<file path="config.mk">
export PLATFORM = sky130hd
export DESIGN_NAME = tag_sighting_confirmation_table
export DESIGN_NICKNAME = d
export VERILOG_FILES = /design/src/rtl/core/tscf_pkg.sv /design/src/rtl/core/tag_sighting_confirmation_table.sv /design/src/rtl/core/tscf_ctrl.sv /design/src/rtl/core/tscf_dpath.sv
export SDC_FILE = /design/constraint.sdc
export NUM_CORES = 2
export LEC_CHECK = 0
export ABC_AREA = 1
export BUFFER_PORTS_ARGS = -buffer_cell sky130_fd_sc_hd__buf_2
export CAP_MARGIN = 40
export CORE_ASPECT_RATIO = 0.9
export CORE_MARGIN = 3
export CORE_UTILIZATION = 37
export DETAILED_ROUTE_END_ITERATION = 8
export GPL_ROUTABILITY_DRIVEN = 0
export PLACE_DENSITY_LB_ADDON = 0.25
export SYNTH_ARGS = -nofsm -noshare
export SYNTH_HDL_FRONTEND = slang
export SYNTH_HIERARCHICAL = 1
export SYNTH_SLANG_ARGS = --single-unit
</file>
<file path="constraint.sdc">
create_clock -name aclk -period 23.2 [get_ports aclk]
set_input_delay 6.96 -clock aclk [delete_from_list [all_inputs] [get_ports aclk]]
set_output_delay 6.96 -clock aclk [all_outputs]
set_load 0.02 [all_outputs]
</file>
<file path="src/rtl/core/tscf_pkg.sv">
// Package for the tag sighting confirmation table.
// Holds table sizing, register codes, the entry layout, controller states
// and the command/status structs. Depends on nothing.
package tscf_pkg;

    localparam int TABLE_SLOTS = 24;
    localparam int SLOT_W      = (TABLE_SLOTS > 1) ? $clog2(TABLE_SLOTS) : 1;
    localparam logic [SLOT_W-1:0] LAST_SLOT = SLOT_W'(TABLE_SLOTS - 1);

    localparam logic [7:0]  COUNT_MAX  = 8'd255;
    localparam logic [31:0] WINDOW_RST = 32'd1000;
    localparam logic [7:0]  REQ_RST    = 8'd2;

    localparam logic REG_WINDOW   = 1'b0;
    localparam logic REG_REQUIRED = 1'b1;

    typedef struct packed {
        logic [31:0] id_high;
        logic [63:0] id_low;
        logic [31:0] first_seen;
        logic [7:0]  count;
    } entry_t;

    typedef enum logic [1:0] {
        ST_IDLE,
        ST_SCAN,
        ST_HIT,
        ST_MISS
    } state_t;

    typedef struct packed {
        logic start;
        logic scan;
        logic commit_hit;
        logic commit_miss;
    } cmd_t;

    typedef struct packed {
        logic hit;
        logic miss;
        logic out_free;
    } status_t;

endpackage

</file>
<file path="src/rtl/core/tag_sighting_confirmation_table.sv">
// Top level of the tag sighting confirmation table.
// Holds the configuration registers; instantiates tscf_ctrl and tscf_dpath.
//
//  channel  | direction | handshake          | payload
//  s_       | in        | s_tvalid/s_tready  | tag_id_high, tag_id_low, now_ms
//  m_       | out       | m_tvalid/m_tready  | confirmed
//  apb      | in        | psel/penable       | window_ms, required_sightings
//
// Each item passes through the accept cycle, a walk that reads one slot per
// cycle from the slot memory with a compare stage behind it, and a commit
// cycle. A hit ends the walk early.
// aresetn is synchronous: it clears valid bits, state and the result valid flag.
// The commit waits while an earlier result is still held on m_.
module tag_sighting_confirmation_table (
    input  logic         aclk,
    input  logic         aresetn,
    input  logic         s_tvalid,
    output logic         s_tready,
    input  logic [127:0] s_tdata,   // tag_id_high[31:0], tag_id_low[95:32], now_ms[127:96]
    output logic         m_tvalid,
    input  logic         m_tready,
    output logic [7:0]   m_tdata,   // confirmed[0], zero[7:1]
    input  logic         psel,
    input  logic         penable,
    input  logic         pwrite,
    input  logic [2:0]   paddr,
    input  logic [31:0]  pwdata,
    output logic [31:0]  prdata,
    output logic         pready
);
    import tscf_pkg::*;

    logic [31:0] window_reg;
    logic [7:0]  required_reg;
    logic        cfg_wr;
    cmd_t        cmd;
    status_t     status;

    assign pready = 1'b1;
    assign cfg_wr = psel && penable && pwrite && pready;

    always_ff @(posedge aclk) begin
        if (!aresetn) begin
            window_reg   <= WINDOW_RST;
            required_reg <= REQ_RST;
        end else if (cfg_wr) begin
            unique case (paddr[2])
                REG_WINDOW:   window_reg   <= pwdata;
                REG_REQUIRED: required_reg <= pwdata[7:0];
                default: ;
            endcase
        end
    end

    assign prdata = (paddr[2] == REG_REQUIRED) ? {24'd0, required_reg} : window_reg;

    tscf_ctrl u_ctrl (
        .aclk     (aclk),
        .aresetn  (aresetn),
        .s_tvalid (s_tvalid),
        .s_tready (s_tready),
        .status   (status),
        .cmd      (cmd)
    );

    tscf_dpath u_dpath (
        .aclk               (aclk),
        .aresetn            (aresetn),
        .s_tdata            (s_tdata),
        .window_ms          (window_reg),
        .required_sightings (required_reg),
        .cmd                (cmd),
        .status             (status),
        .m_tvalid           (m_tvalid),
        .m_tready           (m_tready),
        .m_tdata            (m_tdata)
    );

endmodule

</file>
<file path="src/rtl/core/tscf_ctrl.sv">
// Controller of the tag sighting confirmation table.
// Sequences accept, slot walk and commit; depends on tscf_pkg.
module tscf_ctrl (
    input  logic              aclk,
    input  logic              aresetn,
    input  logic              s_tvalid,
    output logic              s_tready,
    input  tscf_pkg::status_t status,
    output tscf_pkg::cmd_t    cmd
);
    import tscf_pkg::*;

    state_t state_reg;
    state_t state_next;

    always_ff @(posedge aclk) begin
        if (!aresetn) begin
            state_reg <= ST_IDLE;
        end else begin
            state_reg <= state_next;
        end
    end

    always_comb begin
        state_next = state_reg;
        cmd        = '0;
        s_tready   = 1'b0;
        unique case (state_reg)
            ST_IDLE: begin
                s_tready = 1'b1;
                if (s_tvalid) begin
                    cmd.start  = 1'b1;
                    state_next = ST_SCAN;
                end
            end
            ST_SCAN: begin
                cmd.scan = !status.hit;
                if (status.hit) begin
                    state_next = ST_HIT;
                end else if (status.miss) begin
                    state_next = ST_MISS;
                end
            end
            ST_HIT: begin
                if (status.out_free) begin
                    cmd.commit_hit = 1'b1;
                    state_next     = ST_IDLE;
                end
            end
            ST_MISS: begin
                if (status.out_free) begin
                    cmd.commit_miss = 1'b1;
                    state_next      = ST_IDLE;
                end
            end
            default: begin
                state_next = ST_IDLE;
            end
        endcase
    end

endmodule

</file>
<file path="src/rtl/core/tscf_dpath.sv">
// Datapath of the tag sighting confirmation table.
// Holds the slot memory, valid bits, compare stage and result register;
// depends on tscf_pkg.
module tscf_dpath (
    input  logic              aclk,
    input  logic              aresetn,
    input  logic [127:0]      s_tdata,
    input  logic [31:0]       window_ms,
    input  logic [7:0]        required_sightings,
    input  tscf_pkg::cmd_t    cmd,
    output tscf_pkg::status_t status,
    output logic              m_tvalid,
    input  logic              m_tready,
    output logic [7:0]        m_tdata
);
    import tscf_pkg::*;

    entry_t mem [TABLE_SLOTS];

    logic [TABLE_SLOTS-1:0] valid_reg;
    logic [31:0]            id_hi_reg;
    logic [63:0]            id_lo_reg;
    logic [31:0]            now_reg;
    logic [SLOT_W-1:0]      issue_idx_reg;
    logic                   issue_live_reg;
    logic [SLOT_W-1:0]      cmp_idx_reg;
    logic                   cmp_vld_reg;
    entry_t                 rd_entry_reg;
    logic [SLOT_W-1:0]      free_idx_reg;
    logic                   have_free_reg;
    logic                   out_valid_reg;
    logic                   out_conf_reg;

    logic                   cmp_slot_valid;
    logic                   id_match;
    logic [31:0]            age;
    logic                   in_window;
    logic [7:0]             new_count;
    logic [31:0]            new_first;
    logic                   hit_conf;
    logic                   wr_en;
    logic [SLOT_W-1:0]      wr_addr;
    entry_t                 wr_entry;

    assign cmp_slot_valid = valid_reg[cmp_idx_reg];
    assign id_match = (rd_entry_reg.id_high == id_hi_reg) && (rd_entry_reg.id_low == id_lo_reg);

    assign status.hit      = cmp_vld_reg && cmp_slot_valid && id_match;
    assign status.miss     = cmp_vld_reg && (cmp_idx_reg == LAST_SLOT) && !status.hit;
    assign status.out_free = !out_valid_reg || m_tready;

    assign age       = now_reg - rd_entry_reg.first_seen;
    assign in_window = age <= window_ms;
    assign new_count = !in_window ? 8'd1 :
                       (rd_entry_reg.count == COUNT_MAX) ? COUNT_MAX :
                       rd_entry_reg.count + 8'd1;
    assign new_first = in_window ? rd_entry_reg.first_seen : now_reg;
    assign hit_conf  = new_count >= required_sightings;

    always_comb begin
        wr_en               = cmd.commit_hit || cmd.commit_miss;
        wr_entry.id_high    = id_hi_reg;
        wr_entry.id_low     = id_lo_reg;
        if (cmd.commit_hit) begin
            wr_addr             = cmp_idx_reg;
            wr_entry.first_seen = new_first;
            wr_entry.count      = new_count;
        end else begin
            wr_addr             = have_free_reg ? free_idx_reg : '0;
            wr_entry.first_seen = now_reg;
            wr_entry.count      = 8'd1;
        end
    end

    always_ff @(posedge aclk) begin
        if (wr_en) begin
            mem[wr_addr] <= wr_entry;
        end
        if (cmd.scan && issue_live_reg) begin
            rd_entry_reg <= mem[issue_idx_reg];
        end
    end

    always_ff @(posedge aclk) begin
        if (cmd.start) begin
            id_hi_reg <= s_tdata[31:0];
            id_lo_reg <= s_tdata[95:32];
            now_reg   <= s_tdata[127:96];
        end
        if (cmd.scan && issue_live_reg) begin
            cmp_idx_reg <= issue_idx_reg;
        end
        if (cmd.scan && cmp_vld_reg && !cmp_slot_valid && !have_free_reg) begin
            free_idx_reg <= cmp_idx_reg;
        end
        if (wr_en) begin
            out_conf_reg <= cmd.commit_hit ? hit_conf : (required_sightings <= 8'd1);
        end
    end

    always_ff @(posedge aclk) begin
        if (!aresetn) begin
            valid_reg      <= '0;
            issue_idx_reg  <= '0;
            issue_live_reg <= 1'b0;
            cmp_vld_reg    <= 1'b0;
            have_free_reg  <= 1'b0;
            out_valid_reg  <= 1'b0;
        end else begin
            if (cmd.start) begin
                issue_idx_reg  <= '0;
                issue_live_reg <= 1'b1;
                cmp_vld_reg    <= 1'b0;
                have_free_reg  <= 1'b0;
            end else if (cmd.scan) begin
                cmp_vld_reg <= issue_live_reg;
                if (issue_live_reg) begin
                    issue_idx_reg  <= issue_idx_reg + SLOT_W'(1);
                    issue_live_reg <= issue_idx_reg != LAST_SLOT;
                end
                if (cmp_vld_reg && !cmp_slot_valid) begin
                    have_free_reg <= 1'b1;
                end
            end
            if (cmd.commit_miss) begin
                valid_reg[wr_addr] <= 1'b1;
            end
            if (wr_en) begin
                out_valid_reg <= 1'b1;
            end else if (m_tready) begin
                out_valid_reg <= 1'b0;
            end
        end
    end

    assign m_tvalid = out_valid_reg;
    assign m_tdata  = {7'd0, out_conf_reg};

endmodule

</file>
Word-level counts from Yosys, hierarchy flattened:

Memories as Yosys holds them, arrays and structs flattened. A register that Yosys moved wholly into a read port is not among the register bits.
Index checks and enable logic that the tools add are counted.

* bits of input ports: 170
* word-level logic and storage cells: 99
* flip-flop bits (word level): 214
* bits in writable memories: 3264
* memories: 1
* output and inout port bits: 43

Memories
* u_dpath.mem: depth 24, bits a word 136, rd ports 1, clocked after memory_dff 1, wr ports 1, RTL line tscf_dpath.sv:18 `entry_t mem [TABLE_SLOTS];`

* add/subtract/negate cells: 3
* order comparisons: 6
* equality and inequality tests: 11
* bitwise operators: 3
* reduce and logical (&&, ||, !) cells: 29
* mux-type cells: 31

Operators with widths (number)
* $eq A64 B64 Y1: 1
* $mux W32: 2
* $mux W40: 1
* $eq A32 B32 Y1: 1
* $le A32 B32 Y1: 1
* $sub A32 B32 Y32: 1
* $or A24 B24 Y24: 1
* $mux W1: 17
* $mux W8: 2
* $logic_and A1 B1 Y1: 13
* $lt A5 B6 Y1 const B: 2
* $mux W5: 2
* $add A8 B1 Y8 const B: 1
* $eq A8 B8 Y1 const B: 1
* $ge A8 B8 Y1: 1
* $le A8 B1 Y1 const B: 1
* $mux W2: 4
* $reduce_and A2 Y1: 4
* $pmux W2 S3: 1
* $add A5 B1 Y5 const B: 1
* $bmux W1 S5: 1
* $demux W1 S5: 1
* $eq A5 B5 Y1 const B: 1
* $ge A5 B1 Y1 const B: 1
* other kinds (13): 21

Depth between registers and ports, before layout:

* word-level depth: 10
* depth in mapped cells: 31

By module:

The synthesis kept the hierarchy.

By module, submodules not included
* tscf_dpath: seq. area each 106932.6 um^2, cells each 11006, area each 143878.0 um^2, times used 1
* tag_sighting_confirmation_table: seq. area each 800.8 um^2, cells each 323, area each 1969.4 um^2, times used 1
* tscf_ctrl: seq. area each 40.0 um^2, cells each 24, area each 167.7 um^2, times used 1

Least setup slack after synthesis:

No wires, ideal clock.

* path type: in2reg
* start: in m_tready
* end: mem u_dpath/mem[22][0] (netlist bit) (enable)
* data arrival time: 17623 ps
* stages on the path: 10
* setup slack: 4779 ps
* setup time: 798 ps
* data required time: 22402 ps
* cells stage by stage: inv_1 > nand2_1 > inv_1 > nor3_1 > nor2_2 > a22oi_1 > inv_1 > nor2_1 > inv_1 > nor3_1

RTL lines
* start, declared: RTL line tag_sighting_confirmation_table.sv:21 `input logic m_tready,`
* end, declared: RTL line tscf_dpath.sv:18

Final worst setup path:

* start: in paddr[2]
* end: out prdata[7]

* cells in the longest elaborated chain, start to end: 1

Ends and longest elaborated chain
* start, declared: RTL line tag_sighting_confirmation_table.sv:26 `input logic [2:0] paddr,`
* $mux W32: RTL line tag_sighting_confirmation_table.sv:55 `assign prdata = (paddr[2] == REG_REQUIRED) ? {24'd0, required_reg} : window_reg;`
* end, declared: RTL line tag_sighting_confirmation_table.sv:28 `output logic [31:0] prdata,`

No other way between the ends.

==> impl_results.md <==
* Num CTS Buffers at 380
* DRT Pass-1 Iters at 8
* Sequential power share at 51.9%
* Layout area overhead at 13.29%
* Die H at 602.0 um
* Mapped cell area at 146000 sq um
* Hold Crit Class: flip-flop to flip-flop
* VDD IR-drop max at 0.06181 mV
* Detailed-placement wirelength estimate at 223.7 mm
* Tcrit/Tclk final at 65.80%
* Global route total overflow at 0
* RSZ-0062 raised after global routing: false
* Worst hold start: u_dpath/valid_reg[10]$_SDFFE_PN0P_
* Initial antenna violation count at 6
* Die Span X at 668.2 um
* Via count of the routed design at 93974
* IO Count at 213
* Combinational share of power at 7.0%
* Root Buffer: clkbuf_16
* Total wire length at approximately 420 mm
* First-pass GRT wire length at 608.1 mm
* Relative slew slack at 23.80%
* Core Region at between 300000 and 400000 sq um
* Setup Fix Bufs, Post-CTS at 0
* PD cells at 86.22 nW/um^2
* Vias in the first global route at 90281
* Switching part of the total power at 23.21%
* Post-synthesis sequential area ratio at 73.81%
* Status: finished clean
* Worst Path Arrival at 8310 ps
* All-Layer GR Usage at 20.11%
* Post-synth EDFFs at around 3500
* Number of nets in the layout at 11762
* Starting Density at 37.20%
* Residual DRC at 0
* Yosys warning count at 6
* Worst skew pair latency at 970 ps
* Post-Syn Instances at 11353
* Switching power at between 3 and 4 mW
* Largest net degree at the start of global routing at 184
* Crit path launch type: input pin
* Cell-internal power at 10.95 mW
* Reg-to-Reg Start: u_dpath/now_reg[7]$_DFFE_PP_
* Die area at 402200 sq um
* CTS tree: done
* Async set-or-reset flop fraction in the synthesized netlist at 0%
* Critical path fanouts, max at 41
* Final Skew at between 40 and 50 ps
* Clock-pin slew on the worst setup and hold paths at 60 ps
* Worst Setup End Kind: primary output
* Max cap viols at 0
* Max Freq at 0.06551 GHz
* Routed WL per cell at 24.53 um
* Fillers at 35404
* Largest register FFs at 3264
* Leak at 55.17 nW
* Ys flop type: edfxtp_1
* Synth unique cells at 47
* CTS Hold Bufs at 0
* # port buffers at a little over 200
* DRT antenna net count at 0
* CP Class: input pin to primary output
* Gates resized, CTS repair at 0
* Power share of the clock group at 41.0%
* Layout cells sized above 1 at a little under a tenth
* Critical Path RT at between 15000 and 20000 ps
* CTS max path bufs at 4
* Worst-Margin Slew at between 1000 and 1500 ps
* Sinks on Clock Net at 3614
* Sum Neg Setup Slack at 0 ps
* Initial drt markers at approximately 11000
* Fin. Hold Viols at 0
* Slew Limit Fails at 0
* Mapped Avg Cell Area at 12.86 sq um
* DR vias/cell at 5.526
* Final setup fails at 0
* Min cycle time layout at 15270 ps
* Tot Pwr at 14.26 mW
* Number of synthesized register bits at roughly 3600
* CTS H-tree depth at 5
* Std-Cell Rows at 218
* Setup crit start: paddr[2]
## Yosys cell counts (7+ instances only)
cell	n	area share [%]
a21oi_1	92	0.32
buf_1	57	0.15
buf_2	176	0.60
buf_4	70	0.36
buf_6	34	0.26
buf_8	9	0.093
clkbuf_1	375	0.96
dfxtp_1	75	1.0
edfxtp_1	3539	73
ha_1	73	0.63
inv_1	370	0.95
inv_2	7	0.018
mux2i_1	205	1.4
nand2_1	1122	2.9
nand3_1	453	1.6
nand4_1	190	0.81
nor2_1	2325	6.0
nor3_1	55	0.19
o211ai_1	71	0.37
o21ai_0	1189	4.1
o21ai_1	219	0.75
o221ai_1	205	1.2
o32ai_1	339	2.0
or2_2	8	0.034
xnor2_1	7	0.042
xor2_1	32	0.19
## layout make-up
type | instances | area [sq um] | share of cell area (%)
Tap cell | 5170 | 6469 | 3.911
Inverter | 377 | 1460 | 0.8827
Antenna cell | 3 | 7.507 | 0.004538
Clock buffer | 483 | 10110 | 6.110
Sequential cell | 3614 | 107800 | 65.16
Multi-Input combinational cell | 6647 | 33450 | 20.22
Timing Repair Buffer | 498 | 4347 | 2.628
Clock inverter | 213 | 1783 | 1.078
## cells by family (layout without fill, tap and decap cells)
kind of cell | count (synthesis) | in the layout | share of synthesized area [%]
DFF | 3614 | 3614 | 73.81
other | 2 | 11 | 0.005143
xor gates and xnor gates | 39 | 39 | 0.2339
and+or+nand+nor | 4180 | 4180 | 11.60
buffers and inverters | 1098 | 1571 | 3.398
muxes | 205 | 205 | 1.405
AOI/OAI and AO/OA | 2141 | 2141 | 8.907
adders and majority gates | 74 | 74 | 0.6392
## worst paths after layout
check / endpoint / slack, ps / cells past startpoint
worst max-delay path: prdata[7] / 7930 / 6
worst min-delay path: u_dpath/valid_reg[10]$_SDFFE_PN0P_ / 460 / 2
worst max register to register: u_dpath/mem[11][35]$_DFFE_PP_ / 16740 / 21
worst min register to register: u_dpath/valid_reg[10]$_SDFFE_PN0P_ / 460 / 2
## layer usage
| layer | wire, um | global-route usage [%] |
|---|---|---|
| met5 | 10 | 0 |
| met4 | 11010 | 5.447 |
| met3 | 33380 | 2.840 |
| met2 | 190900 | 31.69 |
| met1 | 181800 | 29.15 |
## worst max-delay path: stages
cell	delay [ps]
buf_2	100
buf_4	250
inv_2	520
nand2_1	140
nand2_1	130
buf_2	170
## metrics by stage
| stage | instances | worst slack [ps] | util [%] | hold WS, ps | area (sq um) |
|---|---|---|---|---|---|
| final | 17005 | 7934 | 42.14 | 459.7 | 165400 |
| after global routing | 17003 | 7844 | 42.14 | 481.2 | 165400 |
| after CTS | 17002 | 7941 | 42.14 | 457.1 | 165400 |
| after detailed placement | 16306 | 7941 | 39.11 | 445.6 | 153500 |
| after global placement | 16251 | 7955 | 38.78 | 444.2 | 152200 |
| after floorplan | 11359 | 4779 | - | 402.9 | 146000 |
## placed cells by master (no fill, tap or decap), types with 12 or more instances in the layout
| master | instances |
|---|---|
| clkinv_1 | 83 |
| ha_1 | 73 |
| inv_1 | 367 |
| nor3_2 | 27 |
| a21oi_1 | 92 |
| dfxtp_1 | 70 |
| nand4_1 | 190 |
| o221ai_1 | 205 |
| nand3_1 | 453 |
| edfxtp_1 | 3539 |
| mux2i_1 | 205 |
| buf_16 | 38 |
| clkbuf_1 | 89 |
| o32ai_1 | 339 |
| nor3_1 | 28 |
| clkbuf_16 | 388 |
| nor2_1 | 2324 |
| buf_2 | 203 |
| o211ai_1 | 71 |
| o21ai_1 | 219 |
| nand2_1 | 1122 |
| xor2_1 | 32 |
| inv_6 | 12 |
| o21ai_0 | 1189 |
| buf_4 | 225 |
| clkinv_2 | 68 |
| bufinv_16 | 22 |
| buf_12 | 27 |
## power groups by stage
stage	sequential [mW]	combinational, mW	clock, mW
floorplan	7.58	0.581	0
global placement	7.55	0.942	0
detailed placement	7.54	0.998	0
CTS	7.41	1.00	5.98
global route	7.41	1.11	6.25
finish	7.41	1.00	5.85
Power figures use the tool's default switching activity.
